[src/rtl/tmp_pkg.sv]
// Package for the trapezoid motion profile generator.
// Holds operation codes, state encodings, the divider request and response structs and caps.
// No dependencies.
`timescale 1ns / 1ps
package tmp_pkg;

  typedef enum logic [1:0] {
    OP_LOAD  = 2'd0,
    OP_START = 2'd1,
    OP_TICK  = 2'd2,
    OP_ABORT = 2'd3
  } op_t;

  typedef enum logic {
    REG_MOVE_DISTANCE   = 1'b0,
    REG_CRUISE_VELOCITY = 1'b1
  } reg_idx_t;

  typedef enum logic [1:0] {
    MD_IDLE,
    MD_MUL,
    MD_DIV
  } md_state_t;

  typedef enum logic [3:0] {
    ST_IDLE,
    ST_SP,
    ST_SQ,
    ST_SL,
    ST_SC,
    ST_S3,
    ST_S23,
    ST_K2,
    ST_TQ,
    ST_TL,
    ST_FIN,
    ST_OUT
  } ctl_state_t;

  typedef struct packed {
    logic        start;
    logic [63:0] a;
    logic [63:0] b;
    logic [63:0] d;
    logic [63:0] cap;
  } md_req_t;

  typedef struct packed {
    logic        done;
    logic [63:0] q;
  } md_rsp_t;

  localparam logic [63:0] CAP_P    = 64'h0000_0000_FFFF_FFFF;
  localparam logic [63:0] CAP_COEF = 64'h0000_7FFF_FFFF_FFFF;
  localparam logic [63:0] CAP_TERM = 64'h1000_0000_0000_0000;
  localparam logic [63:0] CAP_ALL  = 64'hFFFF_FFFF_FFFF_FFFF;
  localparam logic signed [65:0] POS_MAX = 66'sh0_7FFF_FFFF_FFFF;
  localparam logic signed [65:0] POS_MIN = -66'sh0_8000_0000_0000;

endpackage

[src/rtl/tmp_muldiv.sv]
// Bit-serial unit computing floor(a*b/d), saturated at a cap.
// Shift-add multiply one bit a cycle, then restoring division one bit a cycle.
// Depends on tmp_pkg.
`timescale 1ns / 1ps
module tmp_muldiv
  import tmp_pkg::*;
(
  input  logic    clk,
  input  logic    rst_n,
  input  md_req_t req,
  output md_rsp_t rsp
);

  md_state_t    st_r, st_nxt;
  logic [6:0]   cnt_r;
  logic [63:0]  a_r, b_r, d_r, cap_r, rem_r, q_r;
  logic [127:0] prod_r;
  logic         done_r;

  logic [64:0]  mul_sum;
  logic [127:0] mul_nxt;
  logic [64:0]  rr;
  logic         qbit;
  logic [63:0]  rem_nxt;
  logic [127:0] div_nxt;

  always_comb begin
    mul_sum = {1'b0, prod_r[127:64]} + (b_r[0] ? {1'b0, a_r} : 65'd0);
    mul_nxt = {mul_sum, prod_r[63:1]};
    rr      = {rem_r, prod_r[127]};
    qbit    = (rr >= {1'b0, d_r});
    rem_nxt = qbit ? 64'(rr - {1'b0, d_r}) : rr[63:0];
    div_nxt = {prod_r[126:0], qbit};
  end

  always_comb begin
    st_nxt = st_r;
    case (st_r)
      MD_IDLE: if (req.start) st_nxt = MD_MUL;
      MD_MUL:  if (cnt_r == 7'd63) st_nxt = MD_DIV;
      MD_DIV:  if (cnt_r == 7'd127) st_nxt = MD_IDLE;
      default: st_nxt = MD_IDLE;
    endcase
  end

  always_ff @(posedge clk) begin
    if (!rst_n) begin
      st_r   <= MD_IDLE;
      done_r <= 1'b0;
    end else begin
      st_r   <= st_nxt;
      done_r <= (st_r == MD_DIV) && (cnt_r == 7'd127);
    end
  end

  always_ff @(posedge clk) begin
    case (st_r)
      MD_IDLE: begin
        if (req.start) begin
          a_r    <= req.a;
          b_r    <= req.b;
          d_r    <= req.d;
          cap_r  <= req.cap;
          prod_r <= '0;
          rem_r  <= '0;
          cnt_r  <= '0;
        end
      end
      MD_MUL: begin
        prod_r <= mul_nxt;
        b_r    <= b_r >> 1;
        cnt_r  <= (cnt_r == 7'd63) ? 7'd0 : cnt_r + 7'd1;
      end
      MD_DIV: begin
        prod_r <= div_nxt;
        rem_r  <= rem_nxt;
        cnt_r  <= cnt_r + 7'd1;
        if (cnt_r == 7'd127) begin
          // A zero divisor or a quotient above the cap returns the cap.
          q_r <= (d_r == 64'd0 || div_nxt[127:64] != 64'd0 || div_nxt[63:0] > cap_r)
                 ? cap_r : div_nxt[63:0];
        end
      end
      default: ;
    endcase
  end

  assign rsp.done = done_r;
  assign rsp.q    = q_r;

endmodule

[config.mk]
export PLATFORM = sky130hd
export DESIGN_NAME = tmp_muldiv
export DESIGN_NICKNAME = d
export VERILOG_FILES = /design/src/rtl/tmp_pkg.sv /design/src/rtl/tmp_muldiv.sv
export SDC_FILE = /design/constraint.sdc
export NUM_CORES = 1
export LEC_CHECK = 0
export BUFFER_PORTS_ARGS = -buffer_cell sky130_fd_sc_hd__clkbuf_2
export CORE_MARGIN = 4
export CORE_UTILIZATION = 50
export DETAILED_ROUTE_END_ITERATION = 10
export GPL_TIMING_DRIVEN = 0
export PLACE_DENSITY_LB_ADDON = 0.15
export SYNTH_ARGS = -nofsm -noshare
export SYNTH_HDL_FRONTEND = slang
export SYNTH_SLANG_ARGS = --single-unit
[constraint.sdc]
create_clock -name clk -period 23.2 [get_ports clk]
set_clock_uncertainty 0.15 [all_clocks]
set_input_delay 4.64 -clock clk [delete_from_list [all_inputs] [get_ports clk]]
set_output_delay 4.64 -clock clk [all_outputs]
set_load 0.01 [all_outputs]
==> results.yml <==
route:
  first_pass_iters: 5
  drt_first_iter_violations: 2083
  drt-total-wl_mm: 84.0
  vias_per_cell: 5.96
  vias: 23800
  drt_drc_violations_left: 0
  wl_per_cell_um: 21.1
  postRouteAntennaNets: 0
pwr:
  p_sw_uw: 1210
  swShare: 0.353
  p_int_uw: 2210
  pwr_density_cell_nw_per_um2: 96.9
  seqPwrFrac: 0.396
  p_leak_uw: 0.0141
  clockPowerShare: 0.272
  combPwrFrac: 0.333
  vdd_drop_max_uv: 71.3
global_route:
  grt_start_max_net_pins: 99
  grt_pass1_wl_mm: 130
  overflow: 0
  antenna_found_initial: 7
  grt_pass1_vias: 23500
  grt_usage: 0.252
worst_setup_path:
  crit_cells: 24
  slowest_delay_ns: 0.91
  worstPathMaxFanout: 10
  setup.worst_path.end: "q_r[34]"
  endpoint_kind: "flop"
  required_ns: 23.44
  path_buf_inv: 4
  cpLargestDelayFamily: "compound AO/OA/AOI/OAI gates"
  crit_arrival_ns: 6.97
  regToRegEndpoint: "q_r[34]"
  reg2reg_depth: 24
  r2r_setup_slack_ns: 16.47
  cpMaxStageDelayCell: "a21oi_1"
  crit_start: "d_r[32]"
  path_cells: "inv_1 > ha_1 > clkbuf_1 > and3_1 > nand3_1 > nor3_1 > o211a_4 > o21ai_2 > a2111o_1 > a21bo_2 > nand2_1 > inv_1 > ha_1 > nor2b_1 > o21a_1 > o21ai_0 > a211oi_1 > a2111oi_0 > a21oi_1 > o31a_1 > o21bai_1 > a21oi_1 > buf_2 > mux2_2"
  worstSetupPathType: "flop to flop"
  regToRegStartpoint: "d_r[32]"
  startpoint_type: "flop"
clocking:
  clk_pin_slew_worst_paths_ns: 0.06
  hold_buffers: 0
  cts_tree: "yes"
  htreeDepth: 2
  cts_buffers: 58
  insertion_delay_ns: 0.64
  clock-sinks: 522
  clock-root-buffer: "clkbuf_16"
  cts_resized: 0
  clk_path_buf_depth: 3
  cts_setup_buffers: 0
placement:
  dpl.hpwl_mm: 63.2
  place_area_um2: 33300
  numPortBuffers: 323
  place.gp.congestion: 0.954
  dpl_worst_slack_ns: 16.38
logic_synthesis:
  syn_area_um2: 30400
  synthTopCellsByCount: "519 x edfxtp_1, 211 x a21oi_1, 196 x ha_1"
  synthArstFlopShare: 0
  ys_top_cells_by_area: "edfxtp_1 51%, ha_1 8.1%, mux2_2 4.7%"
  synth-edff-count: 519
  yosys.area.top_type: "edfxtp_1"
  yosys.area.top_type_share: 0.512
  synth_nets: 3217
  avgSynthCellArea_um2: 11.0
  synth_cells: 2760
  ys_dominant_reg_cell: "edfxtp_1"
  yosysSeqAreaShare: 0.514
  synth.most_common_cell: "edfxtp_1"
  synth-seq-cells: 522
  synth_cell_types: 86
  yosys_warnings: 0
sta:
  post-route-min-period_ns: 6.73
  fmax_mhz: 148
  hold_viol: 0
  setup_viol: 0
  maxSlewViolCount: 0
  grt_setup_unrepaired: "false"
  max-slew-margin-rel: 0.206
  tightest_slew_ns: 1.19
  period_share: 0.290
  tns_ns: 0
  layout_setup_ws_ns: 16.47
  holdWs_ns: 0.385
finish:
  final_util: 0.585
  drive_above_1_share: 0.192
  syn_to_final_growth_pct: 15.9
  nets: 3611
  fin_area_um2: 35300
die:
  start_util: 0.505
  core-area_um2: 60200
  num_rows: 90
  die_area_um2: 64900
  die_w_um: 255
  die_h_um: 255
  ios: 324
job:
  drv_cap: 0
hold_path:
  min_path_type: "flop to flop"
  min_from: "b_r[4]"
status:
  status: "finished clean"
[power by group through the flow]
| stage | Clock [uW] | Sequential (uW) | Combinational [uW] |
|---|---|---|---|
| floorplan | 0 | 1360 | 813 |
| global placement | 0 | 1430 | 1070 |
| finish | 929 | 1350 | 1140 |
| global route | 989 | 1370 | 1260 |
| detailed placement | 0 | 1370 | 1120 |
| CTS | 950 | 1350 | 1130 |
[through the flow]
| stage | std cells | total power [uW] |
|---|---|---|
| after global routing | 3986 | 3620 |
| after floorplan | 2760 | 2170 |
| after global placement | 3865 | 2500 |
| after detailed placement | 3876 | 2490 |
| after CTS | 3980 | 3430 |
| final | 3987 | 3420 |
[cell type report]
type | instances | area [um^2]
fillers | 5027 | 25000
flip-flops and latches | 522 | 15600
multi-input cells | 1929 | 13600
repair buffers | 334 | 1880
clock buffers | 66 | 1480
well taps | 782 | 978
inverters | 167 | 634
plain buffers | 142 | 619
clock inverters | 38 | 435
diodes | 7 | 17.5
[state kept, by name, indices dropped and copies added, names as in the netlist]
register / flops
q_r: 64
b_r: 64
d_r: 64
done_r: 1
rem_r: 64
a_r: 64
st_r: 2
prod_r: 128
cap_r: 64
cnt_r: 7
[logic make-up (layout without fill, tap and decap cells)]
logic type | count (synthesis) | count (layout) | synth area share
AOI/OAI and AO/OA | 780 | 780 | 0.167
and+or+nand+nor | 710 | 710 | 0.116
DFF | 522 | 522 | 0.514
buffers and inverters | 309 | 747 | 0.0410
adders and majority gates | 198 | 198 | 0.0819
muxes | 130 | 130 | 0.0480
xor gates and xnor gates | 111 | 111 | 0.0319
other | 0 | 7 | 0
[worst min path at each step]
stage               slack [ns]  depth (start not counted)      end
floorplan                 0.37                          1  b_r[60]
global placement          0.38                          1  b_r[34]
detailed placement        0.39                          1  b_r[19]
CTS                       0.38                          1   b_r[3]
global route              0.40                          1   b_r[3]
finish                    0.39                          1   b_r[3]
[per-layer routing]
metal / wire, um / global-route usage / share of wire
met5: 0 / 0 / 0
met4: 3180 / 0.0957 / 0.038
met3: 6590 / 0.0508 / 0.078
met2: 37900 / 0.394 / 0.45
met1: 36200 / 0.349 / 0.43
[cells in the final DEF, fill, tap and decap left out, types with 58 or more instances in the layout]
master     Yosys  routed
xnor2_1       68      68
mux2_2       127     127
nand2_1      148     148
and2_1        76      76
clkbuf_1      95     103
inv_1        166     165
ha_1         196     196
a21oi_1      211     211
clkbuf_2       5     328
o21ai_0      153     150
a22oi_1       92      92
clkbuf_16      0      58
nand3_1       83      83
nor2_1       180     180
edfxtp_1     519     519
nand4_1       59      59
a21o_1       103     103
No activity file was read; power rests on OpenSTA's default activity.
